`config.mk`:
```
export PLATFORM = sky130hd
export DESIGN_NAME = rc4_stream_cipher_flat
export DESIGN_NICKNAME = d
export VERILOG_FILES = /design/src/rtl/rc4_pkg.sv /design/src/rtl/rc4_req_if.sv /design/src/rtl/rc4_rsp_if.sv /design/src/rtl/rc4_stream_cipher.sv /design/src/rtl/rc4_ctrl.sv /design/src/rtl/rc4_dp.sv /design/src/flat_wrapper.sv
export SDC_FILE = /design/constraint.sdc
export NUM_CORES = 2
export LEC_CHECK = 0
export BUFFER_PORTS_ARGS = -buffer_cell sky130_fd_sc_hd__buf_2
export CORE_MARGIN = 2
export CORE_UTILIZATION = 55
export CTS_CLUSTER_DIAMETER = 120
export DETAILED_ROUTE_END_ITERATION = 7
export PLACE_DENSITY = 0.69
export SETUP_SLACK_MARGIN = 0.05
export SYNTH_ARGS = -nofsm -noshare
export SYNTH_HDL_FRONTEND = slang
export SYNTH_HIERARCHICAL = 1
export SYNTH_SLANG_ARGS = --single-unit
```
`constraint.sdc`:
```
create_clock -name clk -period 18.6 [get_ports clk]
set_clock_uncertainty 0.1 [all_clocks]
set_input_delay 0.93 -clock clk [delete_from_list [all_inputs] [get_ports clk]]
set_output_delay 0.93 -clock clk [all_outputs]
set_load 0.05 [all_outputs]
```
`src/rtl/rc4_pkg.sv`:
```
package rc4_pkg;

	localparam int KEY_MAX   = 256;
	localparam int PERM_SIZE = 256;
	localparam int BYTE_W    = 8;
	localparam int KLEN_W    = 9;
	localparam int OP_W      = 2;

	localparam logic [KLEN_W-1:0] KEY_LEN_MIN   = KLEN_W'(5);
	localparam logic [KLEN_W-1:0] KEY_LEN_MAX   = KLEN_W'(KEY_MAX);
	localparam logic [KLEN_W-1:0] KEY_LEN_RESET = KLEN_W'(16);

	localparam logic [OP_W-1:0] OP_KEY_WR = 2'd0;
	localparam logic [OP_W-1:0] OP_SCHED  = 2'd1;
	localparam logic [OP_W-1:0] OP_CRYPT  = 2'd2;

	localparam logic KIND_ACK  = 1'b0;
	localparam logic KIND_DATA = 1'b1;

	typedef enum logic [3:0] {
		ST_IDLE,
		ST_INIT,
		ST_MIX_RD,
		ST_MIX_J,
		ST_MIX_WI,
		ST_MIX_WJ,
		ST_ACK,
		ST_CR_RD,
		ST_CR_J,
		ST_CR_WI,
		ST_CR_WJ
	} state_t;

	typedef enum logic [1:0] {
		RA_I,
		RA_JNEW,
		RA_T
	} rd_addr_sel_t;

	typedef enum logic {
		WA_I,
		WA_J
	} wr_addr_sel_t;

	typedef enum logic [1:0] {
		WD_IDX,
		WD_RD,
		WD_SI
	} wr_data_sel_t;

	typedef struct packed {
		logic         sched_start;
		logic         crypt_start;
		logic         i_inc;
		logic         j_load;
		logic         j_clr;
		logic         j_add_key;
		logic         si_load;
		logic         sj_load;
		logic         key_adv;
		logic         k_we;
		logic         k_re;
		logic         s_we;
		logic         s_re;
		rd_addr_sel_t ra_sel;
		wr_addr_sel_t wa_sel;
		wr_data_sel_t wd_sel;
		logic         out_load;
		logic         out_kind;
	} cmd_t;

	typedef struct packed {
		logic i_last;
		logic out_free;
	} status_t;

endpackage

```
`src/rtl/rc4_req_if.sv`:
```
interface rc4_req_if import rc4_pkg::*; ();
	logic              valid;
	logic              ready;
	logic [OP_W-1:0]   op;
	logic [BYTE_W-1:0] key_index;
	logic [BYTE_W-1:0] key_byte;
	logic [BYTE_W-1:0] data_byte;

	modport source (output valid, op, key_index, key_byte, data_byte, input ready);
	modport sink   (input valid, op, key_index, key_byte, data_byte, output ready);
endinterface

```
`src/rtl/rc4_rsp_if.sv`:
```
interface rc4_rsp_if import rc4_pkg::*; ();
	logic              valid;
	logic              ready;
	logic              kind;
	logic [BYTE_W-1:0] out_byte;

	modport source (output valid, kind, out_byte, input ready);
	modport sink   (input valid, kind, out_byte, output ready);
endinterface

```
`src/rtl/rc4_stream_cipher.sv`:
```
// channel   dir  payload                                  transfer
// req       in   op, key_index, key_byte, data_byte       valid && ready
// rsp       out  kind, out_byte                           valid && ready
// cfg       in   cfg_wdata (key_length, saturated 5..256)  cfg_we
//
// Crypt per byte: accept, two permutation reads, a swap write with the keystream
// read, then the second swap write with the result; dependent reads on the
// one-read, one-write permutation memory set this order. Key schedule: identity
// fill of all 256 entries, then per entry a read, the j update and two swap
// writes, then the acknowledge. req is ready only while idle; a result waits in
// the output register and stalls the engine only when the next result is due.
// Reset clears indices and sets key_length to 16; memories are not cleared.
module rc4_stream_cipher import rc4_pkg::*; (
	input  logic              clk,
	input  logic              arst_n,
	rc4_req_if.sink           req,
	rc4_rsp_if.source         rsp,
	input  logic              cfg_we,
	input  logic [KLEN_W-1:0] cfg_wdata
);

	cmd_t    cmd;
	status_t status;
	logic    ctrl_ready;

	assign req.ready = ctrl_ready;

	rc4_ctrl u_ctrl (
		.clk       (clk),
		.arst_n    (arst_n),
		.req_valid (req.valid),
		.req_op    (req.op),
		.req_ready (ctrl_ready),
		.status    (status),
		.cmd       (cmd)
	);

	rc4_dp u_dp (
		.clk       (clk),
		.arst_n    (arst_n),
		.cmd       (cmd),
		.status    (status),
		.key_index (req.key_index),
		.key_byte  (req.key_byte),
		.data_byte (req.data_byte),
		.cfg_we    (cfg_we),
		.cfg_wdata (cfg_wdata),
		.rsp       (rsp)
	);

endmodule

```
`src/rtl/rc4_ctrl.sv`:
```
module rc4_ctrl import rc4_pkg::*; (
	input  logic            clk,
	input  logic            arst_n,
	input  logic            req_valid,
	input  logic [OP_W-1:0] req_op,
	output logic            req_ready,
	input  status_t         status,
	output cmd_t            cmd
);

	state_t state_q, state_d;

	always_ff @(posedge clk or negedge arst_n) begin
		if (!arst_n) begin
			state_q <= ST_IDLE;
		end else begin
			state_q <= state_d;
		end
	end

	always_comb begin
		state_d   = state_q;
		cmd       = '0;
		req_ready = 1'b0;
		unique case (state_q)
			ST_IDLE: begin
				req_ready = 1'b1;
				if (req_valid) begin
					unique case (req_op)
						OP_KEY_WR: cmd.k_we = 1'b1;
						OP_SCHED: begin
							cmd.sched_start = 1'b1;
							state_d         = ST_INIT;
						end
						OP_CRYPT: begin
							cmd.crypt_start = 1'b1;
							state_d         = ST_CR_RD;
						end
						default: ; // drop unused op
					endcase
				end
			end
			ST_INIT: begin
				// fill identity, one entry a cycle
				cmd.s_we   = 1'b1;
				cmd.wa_sel = WA_I;
				cmd.wd_sel = WD_IDX;
				cmd.i_inc  = 1'b1;
				if (status.i_last) state_d = ST_MIX_RD;
			end
			ST_MIX_RD: begin
				cmd.s_re   = 1'b1;
				cmd.ra_sel = RA_I;
				cmd.k_re   = 1'b1;
				state_d    = ST_MIX_J;
			end
			ST_MIX_J: begin
				cmd.j_load    = 1'b1;
				cmd.j_add_key = 1'b1;
				cmd.si_load   = 1'b1;
				cmd.s_re      = 1'b1;
				cmd.ra_sel    = RA_JNEW;
				state_d       = ST_MIX_WI;
			end
			ST_MIX_WI: begin
				cmd.s_we   = 1'b1;
				cmd.wa_sel = WA_I;
				cmd.wd_sel = WD_RD;
				state_d    = ST_MIX_WJ;
			end
			ST_MIX_WJ: begin
				cmd.s_we    = 1'b1;
				cmd.wa_sel  = WA_J;
				cmd.wd_sel  = WD_SI;
				cmd.i_inc   = 1'b1;
				cmd.key_adv = 1'b1;
				if (status.i_last) begin
					cmd.j_clr = 1'b1;
					state_d   = ST_ACK;
				end else begin
					state_d = ST_MIX_RD;
				end
			end
			ST_ACK: begin
				if (status.out_free) begin
					cmd.out_load = 1'b1;
					cmd.out_kind = KIND_ACK;
					state_d      = ST_IDLE;
				end
			end
			ST_CR_RD: begin
				cmd.s_re   = 1'b1;
				cmd.ra_sel = RA_I;
				state_d    = ST_CR_J;
			end
			ST_CR_J: begin
				cmd.j_load  = 1'b1;
				cmd.si_load = 1'b1;
				cmd.s_re    = 1'b1;
				cmd.ra_sel  = RA_JNEW;
				state_d     = ST_CR_WI;
			end
			ST_CR_WI: begin
				// swap first half while fetching the keystream entry
				cmd.s_we    = 1'b1;
				cmd.wa_sel  = WA_I;
				cmd.wd_sel  = WD_RD;
				cmd.sj_load = 1'b1;
				cmd.s_re    = 1'b1;
				cmd.ra_sel  = RA_T;
				state_d     = ST_CR_WJ;
			end
			ST_CR_WJ: begin
				// rewrite is harmless while the output slot is busy
				cmd.s_we   = 1'b1;
				cmd.wa_sel = WA_J;
				cmd.wd_sel = WD_SI;
				if (status.out_free) begin
					cmd.out_load = 1'b1;
					cmd.out_kind = KIND_DATA;
					state_d      = ST_IDLE;
				end
			end
			default: state_d = ST_IDLE;
		endcase
	end

endmodule

```
`src/rtl/rc4_dp.sv`:
```
module rc4_dp import rc4_pkg::*; (
	input  logic              clk,
	input  logic              arst_n,
	input  cmd_t              cmd,
	output status_t           status,
	input  logic [BYTE_W-1:0] key_index,
	input  logic [BYTE_W-1:0] key_byte,
	input  logic [BYTE_W-1:0] data_byte,
	input  logic              cfg_we,
	input  logic [KLEN_W-1:0] cfg_wdata,
	rc4_rsp_if.source         rsp
);

	logic [BYTE_W-1:0] s_mem [PERM_SIZE];
	logic [BYTE_W-1:0] k_mem [KEY_MAX];
	logic [BYTE_W-1:0] s_rd_q, k_rd_q;

	logic [BYTE_W-1:0] i_q, j_q, kidx_q;
	logic [KLEN_W-1:0] klen_q;
	logic [BYTE_W-1:0] si_q, sj_q, data_q;
	logic              hit_i_q, hit_j_q;
	logic              out_valid_q, out_kind_q;
	logic [BYTE_W-1:0] out_byte_q;

	logic [BYTE_W-1:0] j_new, t_idx, s_ra, s_wa, s_wd, ks;
	logic [KLEN_W-1:0] kidx_next;

	assign j_new     = j_q + s_rd_q + (cmd.j_add_key ? k_rd_q : '0);
	assign t_idx     = si_q + s_rd_q;
	assign kidx_next = {1'b0, kidx_q} + KLEN_W'(1);

	always_comb begin
		unique case (cmd.ra_sel)
			RA_I:    s_ra = i_q;
			RA_JNEW: s_ra = j_new;
			RA_T:    s_ra = t_idx;
			default: s_ra = i_q;
		endcase
		unique case (cmd.wa_sel)
			WA_I:    s_wa = i_q;
			WA_J:    s_wa = j_q;
			default: s_wa = i_q;
		endcase
		unique case (cmd.wd_sel)
			WD_IDX:  s_wd = i_q;
			WD_RD:   s_wd = s_rd_q;
			WD_SI:   s_wd = si_q;
			default: s_wd = i_q;
		endcase
	end

	// entries just swapped are newer than the memory read
	assign ks = hit_i_q ? sj_q : (hit_j_q ? si_q : s_rd_q);

	always_ff @(posedge clk) begin
		if (cmd.s_we) s_mem[s_wa] <= s_wd;
		if (cmd.s_re) s_rd_q <= s_mem[s_ra];
		if (cmd.k_we) k_mem[key_index] <= key_byte;
		if (cmd.k_re) k_rd_q <= k_mem[kidx_q];
	end

	always_ff @(posedge clk) begin
		if (cmd.si_load) si_q <= s_rd_q;
		if (cmd.sj_load) begin
			sj_q    <= s_rd_q;
			hit_i_q <= (t_idx == i_q);
			hit_j_q <= (t_idx == j_q);
		end
		if (cmd.crypt_start) data_q <= data_byte;
		if (cmd.out_load) begin
			out_kind_q <= cmd.out_kind;
			out_byte_q <= (cmd.out_kind == KIND_DATA) ? (data_q ^ ks) : '0;
		end
	end

	always_ff @(posedge clk or negedge arst_n) begin
		if (!arst_n) begin
			i_q         <= '0;
			j_q         <= '0;
			kidx_q      <= '0;
			klen_q      <= KEY_LEN_RESET;
			out_valid_q <= 1'b0;
		end else begin
			if (cmd.sched_start) begin
				i_q    <= '0;
				j_q    <= '0;
				kidx_q <= '0;
			end else begin
				if (cmd.crypt_start || cmd.i_inc) i_q <= i_q + BYTE_W'(1);
				if (cmd.j_clr) j_q <= '0;
				else if (cmd.j_load) j_q <= j_new;
				if (cmd.key_adv) begin
					kidx_q <= (kidx_next == klen_q) ? '0 : kidx_next[BYTE_W-1:0];
				end
			end
			if (cfg_we) begin
				priority if (cfg_wdata < KEY_LEN_MIN) klen_q <= KEY_LEN_MIN;
				else if (cfg_wdata > KEY_LEN_MAX) klen_q <= KEY_LEN_MAX;
				else klen_q <= cfg_wdata;
			end
			if (cmd.out_load) out_valid_q <= 1'b1;
			else if (rsp.ready) out_valid_q <= 1'b0;
		end
	end

	assign status.i_last   = (i_q == '1);
	assign status.out_free = !out_valid_q || rsp.ready;

	assign rsp.valid    = out_valid_q;
	assign rsp.kind     = out_kind_q;
	assign rsp.out_byte = out_byte_q;

endmodule

```
`src/flat_wrapper.sv`:
```
// flat-port wrapper written by rule: the top's interface ports become plain ports
module rc4_stream_cipher_flat import rc4_pkg::*;
  (clk, arst_n, cfg_we, cfg_wdata, req_valid, req_op, req_key_index, req_key_byte, req_data_byte, req_ready, rsp_valid, rsp_kind, rsp_out_byte, rsp_ready);
  rc4_req_if req_i ();
  rc4_rsp_if rsp_i ();
  input  logic clk;
  input  logic arst_n;
  input  logic cfg_we;
  input  logic [KLEN_W-1:0] cfg_wdata;
  input wire logic [$bits(req_i.valid)-1:0] req_valid;
  input wire logic [$bits(req_i.op)-1:0] req_op;
  input wire logic [$bits(req_i.key_index)-1:0] req_key_index;
  input wire logic [$bits(req_i.key_byte)-1:0] req_key_byte;
  input wire logic [$bits(req_i.data_byte)-1:0] req_data_byte;
  output wire logic [$bits(req_i.ready)-1:0] req_ready;
  output wire logic [$bits(rsp_i.valid)-1:0] rsp_valid;
  output wire logic [$bits(rsp_i.kind)-1:0] rsp_kind;
  output wire logic [$bits(rsp_i.out_byte)-1:0] rsp_out_byte;
  input wire logic [$bits(rsp_i.ready)-1:0] rsp_ready;
  assign req_i.valid = req_valid;
  assign req_i.op = req_op;
  assign req_i.key_index = req_key_index;
  assign req_i.key_byte = req_key_byte;
  assign req_i.data_byte = req_data_byte;
  assign req_ready = req_i.ready;
  assign rsp_valid = rsp_i.valid;
  assign rsp_kind = rsp_i.kind;
  assign rsp_out_byte = rsp_i.out_byte;
  assign rsp_i.ready = rsp_ready;
  rc4_stream_cipher u_core (.clk(clk), .arst_n(arst_n), .req(req_i), .rsp(rsp_i), .cfg_we(cfg_we), .cfg_wdata(cfg_wdata));
endmodule
```
==> metrics <==
Post-Syn Area around 170,000 um^2; H-tree levels 5; Via density roughly 6.7; number of global-route vias before repair 93,826; R2R Setup Slk ~9.9 ns; status complete, but fails checks; worst r2r dst u_core/u_dp/s_rd_q[5]; top_reg_cell synth edfxtp_1; slowest cell on the critical path buf_4; Area growth, synth to finish 10.54%; DR WL/cell about 31 um; first-pass GRT wire length between 600,000 and 700,000 um; largest cells by area after synthesis edfxtp_1 74%, mux4_2 4.8%, mux2i_1 3.6%; CP peak stage delay between 0.9 and 1 ns; fill count approximately 22,000; clk sinks approximately 4,200; average cell area after synthesis around 16 um^2; most numerous cell in the Yosys netlist edfxtp_1; Reg clk slew, reported paths about 0.060 ns; grt ovf 0; TritonCTS clock tree done; RSZ-0062 raised after global routing false; clock root cell clkbuf_16; fmax 115.3 MHz; post-synthesis compound-gate area fraction 0.06402; XOR/XNOR share of the synthesized area 0.002578; MaxCap Viol Count 1; Worst Hold Launch req_data_byte[4]; initial antenna violation count 21; dominant cell type by area after synthesis edfxtp_1; critical-path cell list nand2_1 -> nor3_1 -> nand2_1 -> fa_1 -> inv_1 -> ha_1 -> a21oi_1 -> a21boi_1 -> or4_4 -> o211ai_4 -> buf_4 -> buf_4 -> buf_4 -> mux4_2 -> mux2i_1 -> o22ai_1 -> nor4_1 -> a211oi_1 -> o2111a_1; DIE HEIGHT around 560 um; Final WS setup just under 10 ns; P_leak 58.36 nW; critical path type register to register; Top Metal Used met5; Post-Route WL 464,100 um; Seq/Total Area, Yosys 0.7473; Multi-input gate area between 30,000 and 40,000 um^2; Synth cell types 100; Synth Net Count ~11,000; CP bufs+invs 4; minimum clock period roughly 8.7 ns; commonest cells in the netlist 4,147 x edfxtp_1, 1,440 x nand2_1, 603 x mux2i_1, 592 x nor2_1, 462 x nand3_1; met2 wire len ~220,000 um; Post-Syn Instances ~10,000; simple-gate share of the synthesized area 0.06822; fin util 0.6120; cell count of the worst reg-to-reg path 19; largest family of logic cells by synthesized area multiplexers; endpoint class of the critical path register; Cells after DPL 13,992; Seq. cell area roughly 130,000 um^2; share of the synthesized area in the top cell type 0.7416; async set or reset register ratio after synthesis 0.009080; P per Cell Area 160.6 nW/um^2; classification of the worst-slack hold path primary input to register; total power about 30 mW; final hold viol count 0; layout cell share with drive strength beyond 1 0.1335; routed length on met1 170,100 um; setup violation total in the final timing report 0; adder-cell share of the synthesized area 0.002712; met3 WL 50,950 um; worst-margin pin slew ~1.5 ns; hpwl dp ~270,000 um; Ports approximately 50; antenna viol nets, final 0; Max VDD drop between 200 and 300 uV; clock buffer depth 4; via count 98,334; # DRC 1; worst hold stages 1; Slew headroom 0.005768; Crit path top cell by count buf_4; critical path required time between 15 and 20 ns; total iterations of the first detailed-routing run 8; largest net degree at the start of global routing 225; Layout Nets between 10,000 and 15,000; fin crit share 0.4664; effective utilization at floorplan 0.5536; total core area slightly above 300,000 um^2; Synth Warn # 6; Worst Setup Slack post-DPL slightly above 10 ns; failing checks DRC, capacitance limit; # port buffers 50; Total Die Area slightly above 300,000 um^2; Total Routing Usage GR 0.2944; Num CTS Buffers around 400; startpoint of the worst register-to-register path u_core/u_ctrl/state_q[1]; fin. max-slew vios 0; Skew-Pair Late Insertion Delay 0.98 ns; CP Data Arrival Time a little over 9 ns; Crit Path Max Fanout just under 80; number of flops mapped to enable cells by yosys slightly above 4,000; Row Count 202; Setup crit start kind register; worst min-delay path endpoint u_core/u_dp/data_q[4]; setup tns final 0 ns; final estimated routing congestion in global placement roughly 0.94; Seq cells post-synth between 4,000 and 5,000; CP top delay family simple AND/OR/NAND/NOR gates; Starting DRT DRC Count around 14,000; post-synthesis mux area share 0.09295; Layout Cells excl Fill roughly 15,000; Die Wd between 500 and 600 um
[routing by layer]
metal / global-route usage / up-vias
met3: 0.05944 / 1142
met1: 0.3959 / 49923
met4: 0.1472 / 10
met5: 0 / -
met2: 0.4608 / 6349
li1: - / 40910
[power by group]
group	leakage [nW]	total [mW]	internal (mW)	switching, mW
sequential	38.1	11.6	11.4	0.168
combinational	13.8	9.99	2.73	7.26
clock	6.50	8.23	4.68	3.55
[registers in the layout (all words and copies together) (netlist names), 4 cells and up]
signal	cells
u_core/u_dp/k_mem	2048
u_core/u_dp/s_mem	2048
u_core/u_dp/klen_q	9
u_core/u_dp/data_q	8
u_core/u_dp/i_q	8
u_core/u_dp/j_q	8
u_core/u_dp/k_rd_q	8
u_core/u_dp/kidx_q	8
u_core/u_dp/rsp.out_byte	8
u_core/u_dp/s_rd_q	8
u_core/u_dp/si_q	8
u_core/u_dp/sj_q	8
u_core/u_ctrl/state_q	4
[how the worst max path moves through the flow]
stage          depth (start not counted)                startpoint                 endpoint  slack [ns]
6_report                              19  u_core/u_ctrl/state_q[1]    u_core/u_dp/s_rd_q[5]        9.92
3_3_place_gp                          19  u_core/u_ctrl/state_q[0]    u_core/u_dp/s_rd_q[5]       10.34
5_1_grt                               19  u_core/u_ctrl/state_q[1]    u_core/u_dp/s_rd_q[5]        9.72
4_1_cts                               19  u_core/u_ctrl/state_q[1]    u_core/u_dp/s_rd_q[5]       10.12
2_1_floorplan                          7  u_core/u_ctrl/state_q[2]  u_core/u_dp/s_mem[0][4]        4.69
3_5_place_dp                          19  u_core/u_ctrl/state_q[1]    u_core/u_dp/s_rd_q[5]       10.18
[layout make-up]
cell class | instances | area share
tap | 3978 | 0.02682
clock buffer | 492 | 0.05782
inverter | 162 | 0.003276
sequential | 4185 | 0.6762
clock inverter | 252 | 0.01395
antenna | 19 | 0.0002562
multi-input combinational | 5423 | 0.2108
timing repair buffer | 251 | 0.01095
[through the flow]
step	cell area [um^2]	hold slack, ns
2_1_floorplan	167900	0.4151
3_3_place_gp	172200	0.4830
3_5_place_dp	172200	0.5053
4_1_cts	185600	0.003835
5_1_grt	185600	0.03677
6_report	185600	0.03786
[what timing repair did]
action                                 4_1_cts  5_1_grt
endpoints found under the hold margin       33        0
gates resized for setup                      0        0
buffers inserted                             0        0
hold buffers                                 6        0
[kinds of logic (layout without fill, tap and decap cells)]
family                     Yosys count  after routing
DFF                               4185           4185
other                                0             19
and+or+nand+nor                   2723           2723
xor gates and xnor gates            47             47
muxes                             1096           1096
buffers and inverters              850           1157
AOI/OAI and AO/OA                 1526           1526
adders and majority gates           31             31
[cell usage in the layout (no fill, tap or decap), types with 124 or more instances in the layout]
cell / Yosys / layout
edfxtp_1: 4147 / 4147
mux4_2: 357 / 357
mux2_2: 136 / 136
mux2i_1: 603 / 603
nor2_1: 592 / 583
o211ai_1: 124 / 124
o22ai_1: 136 / 135
nand2_1: 1440 / 1438
a21oi_1: 332 / 327
nand3_1: 462 / 447
inv_1: 161 / 161
clkbuf_16: 0 / 413
o21ai_0: 177 / 170
buf_4: 46 / 180
a32oi_1: 153 / 153
Power figures use the tool's default switching activity.
